`config.mk`:
```
export PLATFORM = sky130hd
export DESIGN_NAME = qkh_fold
export DESIGN_NICKNAME = d
export VERILOG_FILES = /design/src/qkh_pkg.sv /design/src/qkh_fold.sv
export SDC_FILE = /design/constraint.sdc
export NUM_CORES = 1
export LEC_CHECK = 0
export ABC_AREA = 1
export BUFFER_PORTS_ARGS = -buffer_cell sky130_fd_sc_hd__buf_2
export CAP_MARGIN = 20
export CORE_ASPECT_RATIO = 0.6
export CORE_MARGIN = 2
export CORE_UTILIZATION = 35
export DETAILED_ROUTE_END_ITERATION = 10
export PLACE_DENSITY_LB_ADDON = 0.1
export REMOVE_ABC_BUFFERS = 1
export SETUP_SLACK_MARGIN = 0.3
export SYNTH_ARGS = -nofsm -noshare
export SYNTH_HDL_FRONTEND = slang
export SYNTH_SLANG_ARGS = --single-unit
```
`constraint.sdc`:
```
create_clock -name clk -period 1.4 [get_ports clk]
set_input_delay 0.07 -clock clk [delete_from_list [all_inputs] [get_ports clk]]
set_output_delay 0.07 -clock clk [all_outputs]
set_load 0.02 [all_outputs]
```
`src/qkh_pkg.sv`:
```
package qkh_pkg;

  // fixed field widths
  localparam int KEY_W        = 8;
  localparam int RADDR_W      = 17;
  localparam int HASH_INDEX_W = 20;
  localparam int CFG_W        = 5;
  localparam int WORD_W       = 32;
  localparam int BYTE_W       = 8;

  // register reset and hash constants
  localparam logic [CFG_W-1:0]  IDX_WIDTH_RESET = 5'd20;
  localparam logic [WORD_W-1:0] HASH_MULT       = 32'h4F1B_BCDC;
  localparam logic [BYTE_W-1:0] BYTE_EMPTY      = 8'hFF;

  // item kinds
  localparam logic KIND_KEY  = 1'b0;
  localparam logic KIND_READ = 1'b1;

  // folded keyword or read request, leaving the fold stage
  typedef struct packed {
    logic               valid;
    logic               kind;
    logic [WORD_W-1:0]  word;
    logic [RADDR_W-1:0] raddr;
  } fold_out_t;

  // hashed product or read request, leaving the multiplier stage
  typedef struct packed {
    logic               valid;
    logic               kind;
    logic [WORD_W-1:0]  prod;
    logic [RADDR_W-1:0] raddr;
  } hash_out_t;

  // finished result headed for the output register
  typedef struct packed {
    logic                    valid;
    logic                    is_read_reply;
    logic [HASH_INDEX_W-1:0] hash_index;
    logic                    newly_added;
    logic [BYTE_W-1:0]       table_byte;
  } result_t;

endpackage

```
`src/qkh_fold.sv`:
```
module qkh_fold (
  input  logic                         clk,
  input  logic                         rst,
  input  logic                         adv,
  input  logic                         in_xfer,
  input  logic                         kind,
  input  logic [qkh_pkg::KEY_W-1:0]    key_byte,
  input  logic                         last_byte,
  input  logic [qkh_pkg::RADDR_W-1:0]  read_address,
  output qkh_pkg::fold_out_t           fold_out
);

  logic [qkh_pkg::WORD_W-1:0] fold_word;
  logic [1:0]                 lane_position;
  logic [qkh_pkg::KEY_W-1:0]  lower_byte;
  logic [qkh_pkg::WORD_W-1:0] fold_next;

  // ascii lower-case, letters only
  always_comb begin
    if (key_byte >= 8'h41 && key_byte <= 8'h5A) begin
      lower_byte = key_byte + 8'h20;
    end else begin
      lower_byte = key_byte;
    end
    fold_next = fold_word ^ ({24'd0, lower_byte} << {lane_position, 3'b000});
  end

  // fold state, cleared at the end of each keyword
  always_ff @(posedge clk) begin
    if (rst) begin
      fold_word     <= '0;
      lane_position <= '0;
    end else if (in_xfer && kind == qkh_pkg::KIND_KEY) begin
      if (last_byte) begin
        fold_word     <= '0;
        lane_position <= '0;
      end else begin
        fold_word     <= fold_next;
        lane_position <= lane_position + 2'd1;
      end
    end
  end

  // stage register: only reads and finished keywords move on
  always_ff @(posedge clk) begin
    if (adv) begin
      fold_out.kind  <= kind;
      fold_out.word  <= fold_next;
      fold_out.raddr <= read_address;
    end
    if (rst) begin
      fold_out.valid <= 1'b0;
    end else if (adv) begin
      fold_out.valid <= in_xfer && (kind == qkh_pkg::KIND_READ || last_byte);
    end
  end

endmodule

```
==> summary.txt <==
Floorplan
  – DIE AREA: 10700 sq um
  – Core area: 9740 sq um
  – Die X: 132 um
  – Die Y: 80.9 um
  – Initial Util: 35.5%
  – Rows: 28
  – # IOs: 82

Drt
  – Vias per cell: 4.51
  – Final wirelength: 8540 um
  – Wire per inst: 14.4 um
  – First-pass iteration count of the detailed router: 4
  – Final ANT Viol Nets: 0
  – Initial DRC count: 83
  – Vias: 2685
  – DRC Markers: 0

STA
  – Setup TNS: 0 ns
  – Worst slew margin: 76.9%
  – Period utilization: 89.5%
  – Final WS setup: 0.147 ns
  – Worst-Margin Slew: 0.346 ns
  – RSZ-0062 raised after global routing: true
  – Hold Fails Final Rpt: 0
  – Minimum clock period: 1.25 ns
  – Final Max Slew Viols: 0
  – Final setup viols: 0
  – Clk_skew: 0.00241 ns
  – Final hold slack: 0.0684 ns
  – Fmax: 798 MHz

Final layout
  – Antenna diode count: 0
  – Filler-free cell count of the finished design: 595
  – Share of layout cells above drive strength 1: 42.0%
  – Nets: 487
  – Area grow syn2layout: 49.5%

Place
  – GPL Wtd Cong: 0.733
  – I/O Buffers: 81
  – Post-DP HPWL: 5050 um
  – Placed insts: 543
  – Post-placement worst setup slack: -0.0388 ns

Clock network
  – CTS root buffer: clkbuf_16
  – Clock Sinks: 85
  – CTS max path bufs: 2
  – Later-pin clock latency in the skew report: 0.34 ns
  – CTS tree: yes
  – Reg clk slew, reported paths: 0.06 ns
  – CTS buffer count: 9
  – H-Tree Depth: 3

Synth
  – Sequential-to-total area share from yosys stat: 63.8%
  – Post-Syn Area per Cell: 10.5 sq um
  – Area contributors post-synth: edfxtp_1 (43%), dfxtp_1 (20%), nand2_1 (10%), a21oi_1 (5.1%), xnor2_1 (3.3%)
  – EDFF count, synth: 50
  – Synth Cell Area: 3450 sq um
  – Synth top area share: 43.5%
  – Count leader, synth: nand2_1
  – Most instantiated cells after synthesis: nand2_1 (95), edfxtp_1 (50), a21oi_1 (35), dfxtp_1 (35), inv_1 (26)
  – Synthesized netlist cell count: 328
  – Synth area leader: edfxtp_1
  – Warnings from Yosys: 0
  – #FFs+latches synth: 85
  – Yosys cell types: 27
  – Dominant synthesized flop cell: edfxtp_1
  – Async SR Flop Fraction: 0%

GRT
  – Tot GR Track Use: 17.1%
  – Initial antenna violation count: 0
  – Gr ovfl total: 0
  – First-pass GRT wire length: 13800 um
  – Pin count of the biggest net entering global routing: 53
  – Vias in the first global route: 2725

Setup path
  – CP max FO: 5
  – Crit-path cells: inv_4, nor2_4, buf_6, nand2_4, xnor2_2, nand2_1, a21oi_2
  – Crit start category: flop
  – Crit path required time: 1.68 ns
  – Crit. End Element: flop
  – Slowest cell on crit path: dfxtp_2
  – Worst R2R Setup Slack: 0.15 ns
  – CP max stage delay: 0.35 ns
  – Crit Path Class: flop to flop
  – Crit path DAT: 1.53 ns

Hold path
  – HP Class: input port to flop

Power and ir drop
  – Worst VDD drop: 650 uV
  – Static Leak: 2.21 nW
  – Pwr Density: 1120 nW/um^2
  – Total Power: 0.00579 W

Run
  – Max-Cap Viols: 0

Outcome
  – Status: finished clean
## path summary, 6_finish.rpt
path,start,endpoint,depth (start not counted)
worst max-delay path,lane_position[0],fold_word[9],7
worst min-delay path,last_byte,lane_position[0],4
worst max register to register,lane_position[0],fold_word[9],7
worst min register to register,fold_word[24],fold_word[24],2
## routing by layer
metal  share of wire, %  vias up  wire, um  global-route usage [%]
met2                 44       72      3770                    27.1
met1                 49     1263      4210                    22.6
met3                5.4       13       462                    5.06
met5                  0        -         0                       0
met4                1.2        0       104                    5.91
li1                   -     1337         -                       -
## sequential cells by signal, summed over array words and instances (netlist names)
name and count:
lane_position 2, fold_word 32, fold_out 51
## where the power goes
part           switching [W]  leakage [nW]  internal [W]
clock               0.000930         0.145       0.00128
sequential         0.0000368         0.787       0.00276
combinational       0.000448          1.28      0.000326
total                0.00141          2.21       0.00437
## cell families after synthesis
| family | share of synthesized area (%) |
|---|---|
| and+or+nand+nor | 18.0 |
| DFF | 63.8 |
| buffers and inverters | 4.93 |
| AOI/OAI and AO/OA | 5.51 |
| xor gates and xnor gates | 7.46 |
| adders and majority gates | 0.362 |
## cells in the final DEF, fill, tap and decap left out
cell type      synthesis  routed
nand4_2                1       1
buf_12                 0       6
nand3_2                3       9
clkbuf_16              0       9
clkbuf_8               0       2
nor2_4                 1       4
dfxtp_1               35      33
nand2_1               95      83
buf_2                  4      81
inv_4                  0       1
nand2_4                1       8
dfxtp_2                0       1
edfxtp_1              50      50
buf_4                  1      10
dlygate4sd3_1          0      20
xnor2_4                0       3
a21oi_1               35      32
buf_8                  0       2
nor3_4                 0       1
xor2_1                 9       9
inv_8                  0       2
nor2_1                 5       3
xnor2_1               13       1
nand3b_2               1       1
inv_2                  1       1
nand2_2                5      10
o21ai_0                3       2
ha_1                   1       1
a21oi_2                0       3
nand4_1                5       5
dfxtp_4                0       1
buf_6                  1      10
nand3_4                0       8
clkinv_2               0       5
inv_1                 26      24
nand3_1               18       4
o21ai_2                0       1
xnor2_2                4      13
## final cells by class
| cell class | instances | area, sq um |
|---|---|---|
| Tap cell | 135 | 169 |
| Inverter | 28 | 123 |
| Clock inverter | 5 | 25.0 |
| Timing Repair Buffer | 129 | 943 |
| Fill cell | 894 | 4580 |
| Clock buffer | 11 | 253 |
| Sequential cell | 85 | 2210 |
| Multi-Input combinational cell | 202 | 1440 |
## stage by stage
stage | utilization (%) | area (sq um)
floorplan | - | 3390
global placement | 42.1 | 4100
detailed placement | 42.1 | 4100
CTS | 50.7 | 4930
global route | 53.0 | 5160
finish | 53.0 | 5160
## worst max-delay path, delay by kind of cell (launching register included)
| family | cells | cell delay (ns) |
|---|---|---|
| AO/OA/AOI/OAI | 1 | 0.11 |
| XOR/XNOR | 1 | 0.18 |
| buffers and inverters | 2 | 0.22 |
| flip-flops | 1 | 0.35 |
| AND/OR/NAND/NOR | 3 | 0.33 |
## repair_timing
item / CTS / global route
pin swaps: 22 / 20
setup endpoints to repair: 63 / 66
resized for setup: 63 / 38
hold endpoints to repair: 24 / 0
buffers inserted: 12 / 4
hold buffers: 20 / 0
No activity file was read; power rests on OpenSTA's default activity.
