==> src/qkh_pkg.sv <==
package qkh_pkg;

  // fixed field widths
  localparam int KEY_W        = 8;
  localparam int RADDR_W      = 17;
  localparam int HASH_INDEX_W = 20;
  localparam int CFG_W        = 5;
  localparam int WORD_W       = 32;
  localparam int BYTE_W       = 8;

  // register reset and hash constants
  localparam logic [CFG_W-1:0]  IDX_WIDTH_RESET = 5'd20;
  localparam logic [WORD_W-1:0] HASH_MULT       = 32'h4F1B_BCDC;
  localparam logic [BYTE_W-1:0] BYTE_EMPTY      = 8'hFF;

  // item kinds
  localparam logic KIND_KEY  = 1'b0;
  localparam logic KIND_READ = 1'b1;

  // folded keyword or read request, leaving the fold stage
  typedef struct packed {
    logic               valid;
    logic               kind;
    logic [WORD_W-1:0]  word;
    logic [RADDR_W-1:0] raddr;
  } fold_out_t;

  // hashed product or read request, leaving the multiplier stage
  typedef struct packed {
    logic               valid;
    logic               kind;
    logic [WORD_W-1:0]  prod;
    logic [RADDR_W-1:0] raddr;
  } hash_out_t;

  // finished result headed for the output register
  typedef struct packed {
    logic                    valid;
    logic                    is_read_reply;
    logic [HASH_INDEX_W-1:0] hash_index;
    logic                    newly_added;
    logic [BYTE_W-1:0]       table_byte;
  } result_t;

endpackage

==> src/qkh_hash.sv <==
module qkh_hash (
  input  logic               clk,
  input  logic               rst,
  input  logic               adv,
  input  qkh_pkg::fold_out_t fold_in,
  output qkh_pkg::hash_out_t hash_out
);

  // multiplier stage, low 32 bits of the product kept
  always_ff @(posedge clk) begin
    if (adv) begin
      hash_out.kind  <= fold_in.kind;
      hash_out.prod  <= fold_in.word * qkh_pkg::HASH_MULT;
      hash_out.raddr <= fold_in.raddr;
    end
    if (rst) begin
      hash_out.valid <= 1'b0;
    end else if (adv) begin
      hash_out.valid <= fold_in.valid;
    end
  end

endmodule

==> config.mk <==
export PLATFORM = sky130hd
export DESIGN_NAME = qkh_hash
export DESIGN_NICKNAME = d
export VERILOG_FILES = /design/src/qkh_pkg.sv /design/src/qkh_hash.sv
export SDC_FILE = /design/constraint.sdc
export NUM_CORES = 1
export LEC_CHECK = 0
export BUFFER_PORTS_ARGS = -buffer_cell sky130_fd_sc_hd__buf_2
export CAP_MARGIN = 20
export CELL_PAD_IN_SITES_DETAIL_PLACEMENT = 2
export CELL_PAD_IN_SITES_GLOBAL_PLACEMENT = 2
export CORE_ASPECT_RATIO = 1.25
export CORE_UTILIZATION = 35
export CTS_BUF_LIST = sky130_fd_sc_hd__clkbuf_2 sky130_fd_sc_hd__clkbuf_4 sky130_fd_sc_hd__clkbuf_8
export DETAILED_ROUTE_END_ITERATION = 10
export GPL_TIMING_DRIVEN = 1
export PLACE_DENSITY_LB_ADDON = 0.3
export REMOVE_ABC_BUFFERS = 1
export SETUP_SLACK_MARGIN = 0.05
export SLEW_MARGIN = 25
export SYNTH_ARGS = -nofsm -noshare
export SYNTH_HDL_FRONTEND = slang
export SYNTH_SLANG_ARGS = --single-unit
==> constraint.sdc <==
create_clock -name clk -period 8.1 [get_ports clk]
set_clock_uncertainty 0.15 [all_clocks]
set_input_delay 0.81 -clock clk [delete_from_list [all_inputs] [get_ports clk]]
set_output_delay 0.81 -clock clk [all_outputs]
set_load 0.02 [all_outputs]
==> results by group, run 1 <==
Global route
  – Global route overflow: 0
  – First-pass GRT wire length: 45600 um
  – Maximum number of pins on one net before global-route repair: 50
  – Number of antenna violations at the first check in global routing: 0
  – Number of global-route vias before repair: 8451
  – Global-route total usage across every layer: 20.3%

Clock network
  – Post-CTS repair timing setup buffer count: 0
  – Clock buffer depth: 2
  – H-Tree Depth: 2
  – CTS sink count: 49
  – Clock transition at the registers of the reported paths: 110 ps
  – Hold_buf cts: 0
  – TritonCTS Buffers: 5
  – Number of gates resized after cts: 0
  – Source-to-sink clock delay at the later pin of the worst-skew pair: 350 ps
  – Clock tree from TritonCTS: yes
  – Root buf cell: clkbuf_8

Placed design
  – HPWL after DPL: 26400 um
  – Final estimated routing congestion in global placement: 0.871
  – Placed instance area: 11700 um^2
  – Count of buffers inserted at the top-level ports: 100
  – Placed insts: 1490

Logic synthesis
  – Most numerous cell in the Yosys netlist: inv_1
  – Number of enable flip-flop cells after synthesis: 48
  – Synthesized area: 10500 um^2
  – Fraction of post-synthesis cell area in the top cell type by area: 41.6%
  – Synth area leader: fa_1
  – Post-synthesis register bit count: 49
  – Top post-synthesis cells by count: inv_1 (354), fa_1 (219), ha_1 (165), edfxtp_1 (48), xnor2_1 (48)
  – Mapped Avg Cell Area: 10.8 um^2
  – Synth area leaders: fa_1 (42%), ha_1 (20%), edfxtp_1 (14%)
  – Distinct cell type count after synthesis: 44
  – Synth async-reset ratio: 0%
  – Dominant synthesized flop cell: edfxtp_1
  – Part of the Yosys area used for sequential elements: 13.9%
  – Number of warnings printed during yosys synthesis: 0
  – Mapped Cells: 978

Worst setup path
  – Kind of start point of the critical path: primary input
  – Critical Path End Type: register
  – Maximum fanout along the worst path: 4
  – Longest individual stage delay on the worst path: 600 ps
  – Path type of the worst setup path: primary input to register
  – CP arrival: 7520 ps
  – Req. time, crit path: 8060 ps
  – Cell with the biggest individual delay on the critical path: fa_1
  – R2R cell count: 2

Cells and area
  – Area growth from synthesis to layout: 11.4%
  – Finished layout cell area: 11800 um^2
  – Count of fill cells added during filler insertion: 3198
  – Layout Cells excl Fill: 1498
  – Share of layout cells above drive strength 1: 12.2%
  – Largest registers ranked by flip-flop count: hash_out: 49 flops
  – Largest register FFs: 49
  – Final nets: 1539
  – Register containing the most flip-flops in the final layout: hash_out
  – Diodes inserted: 0
  – Final design utilization: 39.9%

Timing
  – Period Utilization, post-route: 93.3%
  – Clock period minus worst slack: 7560 ps
  – Final-layout setup total negative slack: 0 ps
  – Tightest Pin Transition: 655 ps
  – Count of final hold-check violations: 0
  – Maximum frequency from static timing analysis: 132 MHz
  – Final setup violation count: 0
  – Final Slew Violations: 0
  – Unrepaired setup endpoints after global routing: false
  – Headroom to the max-slew limit: 56.3%

Detailed routing
  – Sum of routed wire length over all layers: 28400 um
  – DRT antenna net count: 0
  – Vias: 6893
  – Iteration-0 DRC count of the detailed router: 110
  – Residual DRC: 0
  – Average vias per placed instance: 4.60
  – Length of the first detailed-routing pass in iterations: 4
  – Routed wire length per instance: 19.0 um

Floorplanning
  – DIE AREA: 30800 um^2
  – Placeable core area: 29400 um^2
  – Starting Density: 35.8%
  – Die Ht: 196 um
  – Number of top-level pins: 105
  – Row Count: 70
  – Die X: 157 um

Worst hold path
  – Type of the most critical hold path: register to register
  – Hold path depth: 2

Status
  – Run status: complete, no violations

Job
  – Maxcap violations: 0
-- final timing paths --
check | end | from | slack, ps
max reg2reg | hash_out[50] | hash_out[50] | 7370
max | hash_out[47] | fold_in[21] | 540
min | hash_out[50] | hash_out[50] | 360
min reg2reg | hash_out[50] | hash_out[50] | 360
-- critical path, delay by kind of cell --
family          cells  cell delay, ps
buf+inv             9             580
simple gates        3             670
fa+ha+maj           9            4290
compound gates      5            1180
-- cell usage in the layout, fill, tap and decap left out, types with 9 or more instances in the layout --
master,count
inv_1,354
fa_1,219
ha_1,165
buf_2,100
xnor2_1,48
edfxtp_1,48
nor2_1,20
buf_4,19
a21oi_1,17
o21ai_0,14
nand2_1,9
xor2_1,9
-- layer usage --
layer / global-route usage, % / share of wire, %
met1: 22.2 / 38
met2: 39.8 / 56
met3: 1.52 / 2.1
met4: 7.70 / 3.6
met5: 0 / 0
-- kinds of logic (layout without fill, tap and decap cells) --
kind of cell | Yosys count | count (layout) | synth area share, %
AO/OA/AOI/OAI | 68 | 68 | 4.41
flip-flops | 49 | 49 | 13.9
other | 1 | 2 | 0.0356
AND/OR/NAND/NOR | 60 | 60 | 2.82
adder cells (fa/ha/maj) | 384 | 384 | 61.2
XOR/XNOR | 57 | 57 | 4.73
multiplexers | 1 | 1 | 0.0949
buffers and inverters | 358 | 481 | 12.9
-- through the flow --
step	hold slack [ps]	setup slack (ps)
2_1_floorplan	429	700
3_3_place_gp	320	240
3_5_place_dp	340	122
4_1_cts	367	505
5_1_grt	385	165
6_report	359	540
-- final cells by class --
class / instances / area (um^2) / share of cell area, %
Tap cell: 396 / 495 / 4.22
Inverter: 354 / 1330 / 11.3
Clock inverter: 3 / 25.0 / 0.213
Sequential cell: 49 / 1460 / 12.4
Timing Repair Buffer: 119 / 643 / 5.47
Multi-Input combinational cell: 572 / 7730 / 65.8
Clock buffer: 5 / 68.8 / 0.586
Power of run 1 is not shown: default switching activity piles up to over one toggle a cycle in this logic, so the estimate is an artifact.
==> run 2: changes to the inputs <==
- ABC_AREA: not set -> 1
==> results by group, run 2 <==
Worst setup path
  – Cell mode on critical path: fa_1
  – Path type of the worst setup path: primary input to register
  – Kind of cell adding the most delay to the critical path: adder cells
  – Cell with the biggest individual delay on the critical path: fa_1
  – Req. time, crit path: 8030 ps (-30 ps)
  – Critical Path End Type: register
  – Logic depth of the worst path, buffers included: 24 (-7.7%)
  – Longest individual stage delay on the worst path: 550 ps (-50 ps)
  – Cells traversed along the worst timing path: buf_2 -> inv_1 -> fa_1 -> fa_1 -> inv_1 -> fa_1 -> fa_1 -> inv_1 -> fa_1 -> fa_1 -> inv_1 -> fa_1 -> inv_1 -> fa_1 -> inv_1 -> ha_1 -> a21oi_1 -> o21ai_0 -> a211oi_1 -> o21ai_0 -> nor2_1 -> inv_1 -> nand2_1 -> nand2_1
  – Maximum fanout along the worst path: 6 (+2)
  – R2R cell count: 2 (unchanged)
  – Worst path buffer plus inverter count: 8 (-1)
  – CP arrival: 7210 ps (-310 ps)
  – Kind of start point of the critical path: primary input

Global route
  – GR peak layer: met2
  – Global route overflow: 0 (unchanged)
  – Global routing met1 resource utilization: 22.4% (+0.28 points)
  – GR Util met3: 1.10% (-0.43 points)
  – First-pass GRT wire length: 51800 um (+14%)
  – Maximum number of pins on one net before global-route repair: 50 (unchanged)
  – Number of global-route vias before repair: 9509 (+13%)
  – Met2 usage in global routing: 44.6% (+4.8 points)
  – Global-route total usage across every layer: 21.6% (+1.3 points)
  – Number of antenna violations at the first check in global routing: 0 (unchanged)

Detailed routing
  – Average vias per placed instance: 4.71 (+2.3%)
  – Routed wire length per instance: 19.8 um (+4.3%)
  – Residual DRC: 0 (unchanged)
  – Sum of routed wire length over all layers: 32600 um (+15%)
  – Vias: 7763 (+13%)
  – Length of the first detailed-routing pass in iterations: 4 (unchanged)
  – Iteration-0 DRC count of the detailed router: 194 (+76%)
  – DRT antenna net count: 0 (unchanged)

Cells and area
  – Largest registers ranked by flip-flop count: hash_out: 49 flops
  – Commonest cells after routing, fill and taps aside: inv_1 (391), fa_1 (219), ha_1 (165)
  – Share of layout cells above drive strength 1: 10.6% (-1.5 points)
  – Leading cell type in the layout, fill and taps excluded: inv_1
  – Largest register FFs: 49 (unchanged)
  – Count of fill cells added during filler insertion: 3481 (+8.8%)
  – Final nets: 1679 (+9.1%)
  – Register containing the most flip-flops in the final layout: hash_out
  – Diodes inserted: 0 (unchanged)
  – Area growth from synthesis to layout: 10.2%

Clock network
  – Clock buffer depth: 2 (unchanged)
  – H-Tree Depth: 2 (unchanged)
  – Hold_buf cts: 0 (unchanged)
  – Clock transition at the registers of the reported paths: 100 ps (about the same)
  – Clock tree from TritonCTS: yes
  – Number of gates resized after cts: 0 (unchanged)
  – CTS sink count: 49 (unchanged)
  – Source-to-sink clock delay at the later pin of the worst-skew pair: 320 ps (-30 ps)
  – TritonCTS Buffers: 5 (unchanged)
  – Root buf cell: clkbuf_8
  – Post-CTS repair timing setup buffer count: 0 (unchanged)

Timing
  – Final setup slack of the worst path: 824 ps (+283 ps)
  – Unrepaired setup endpoints after global routing: false
  – Period Utilization, post-route: 89.8% (-3.5 points)
  – Final setup violation count: 0 (unchanged)
  – Clock period minus worst slack: 7280 ps (-283 ps)
  – Tightest Pin Transition: 608 ps (-46.4 ps)
  – Count of final hold-check violations: 0 (unchanged)
  – Maximum frequency from static timing analysis: 137 MHz (+3.9%)
  – Headroom to the max-slew limit: 59.4% (+3.1 points)
  – Final Slew Violations: 0 (unchanged)
  – Final-layout setup total negative slack: 0 ps (unchanged)

Logic synthesis
  – Synth area leaders: fa_1 (40%), ha_1 (19%), inv_1 (13%)
  – Fraction of post-synthesis cell area in the top cell type by area: 39.8% (-1.8 points)
  – Distinct cell type count after synthesis: 37 (-16%)
  – Synth async-reset ratio: 0% (unchanged)
  – Synthesized area: 11000 um^2 (+4.4%)
  – Mapped Avg Cell Area: 9.73 um^2 (-9.7%)
  – Top post-synthesis cells by count: inv_1 (391), fa_1 (219), ha_1 (165), nand2_1 (119), edfxtp_1 (48)
  – Mapped Cells: 1131 (+16%)
  – Most numerous cell in the Yosys netlist: inv_1
  – Number of warnings printed during yosys synthesis: 0 (unchanged)
  – Dominant synthesized flop cell: edfxtp_1
  – Synth area leader: fa_1
  – Number of enable flip-flop cells after synthesis: 48 (unchanged)
  – Post-synthesis register bit count: 49 (unchanged)
  – Part of the Yosys area used for sequential elements: 13.3% (-0.58 points)

Placed design
  – Worst setup timing slack at the placement stage: 453 ps (+331 ps)
  – Count of buffers inserted at the top-level ports: 100 (unchanged)
  – Final estimated routing congestion in global placement: 0.854 (-2.0%)
  – HPWL after DPL: 30600 um (+16%)

Floorplanning
  – Die Ht: 200 um (+2.2%)
  – Placeable core area: 31000 um^2 (+5.3%)
  – DIE AREA: 32200 um^2 (+4.4%)
  – Die X: 161 um (+2.1%)
  – Number of top-level pins: 105 (unchanged)
  – Row Count: 72 (+2.9%)
  – Starting Density: 35.5% (-0.31 points)

Worst hold path
  – Type of the most critical hold path: register to register
  – Hold path depth: 2 (unchanged)

Job
  – Maxcap violations: 0 (unchanged)

Status
  – Run status: complete, no violations
run 2: cell count changes in the layout (fill, tap and decap cells not counted), sizes merged, moves of 10 or more:
cell / delta
nand3: +23
a21oi: +16
inv: +40
nand2: +111
nor2: +10
buf: -15
xor2: +15
xnor2: -35
run 2: final cells by class:
class                   instances  area, um^2  area share (%)
clock inverters                 3        25.0           0.206
multi-input cells             687        8060            66.4
clock buffers                   5        68.8           0.567
repair buffers                104         531            4.37
inverters                     394        1480            12.2
well taps                     407         509            4.20
flip-flops and latches         49        1460            12.0
run 2: worst paths after layout:
path	from	end	slack (ps)
setup / recovery	fold_in[31]	hash_out[48]	820
hold / removal	hash_out[50]	hash_out[50]	360
hold reg to reg	hash_out[50]	hash_out[50]	360
setup reg to reg	hash_out[50]	hash_out[50]	7350
run 2: metrics by stage:
stage	instances	hold WS, ps	area [um^2]	utilization (%)
global route	1649	430	12100	39.1
detailed placement	1641	345	12000	38.8
CTS	1649	370	12100	39.1
global placement	1641	334	12000	38.8
floorplan	1130	429	11000	-
finish	1649	361	12100	39.1
run 2: worst min-delay path: cells and delay by family, from the launching register on:
family           cells  cell delay, ps
muxes                1              70
and+or+nand+nor      1              70
DFF                  1             340
run 2: logic make-up (layout without fill, tap and decap cells):
kind of cell / count (synthesis) / after routing / share of synthesized area [%]
AOI/OAI and AO/OA: 65 / 65 / 3.41
xor gates and xnor gates: 37 / 37 / 2.94
adders and majority gates: 384 / 384 / 58.6
buffers and inverters: 396 / 506 / 13.6
DFF: 49 / 49 / 13.3
muxes: 1 / 1 / 0.0909
other: 1 / 2 / 0.0341
and+or+nand+nor: 198 / 198 / 8.10
run 2: per-layer routing:
| metal | wire, um | part of all wire, % | up-vias |
|---|---|---|---|
| met4 | 1110 | 3.4 | 0 |
| met1 | 11900 | 37 | 4011 |
| met5 | 0 | 0 | - |
| met2 | 19100 | 58 | 133 |
| met3 | 524 | 1.6 | 50 |
| li1 | - | - | 3569 |
Power of run 2 is left out for the same reason.
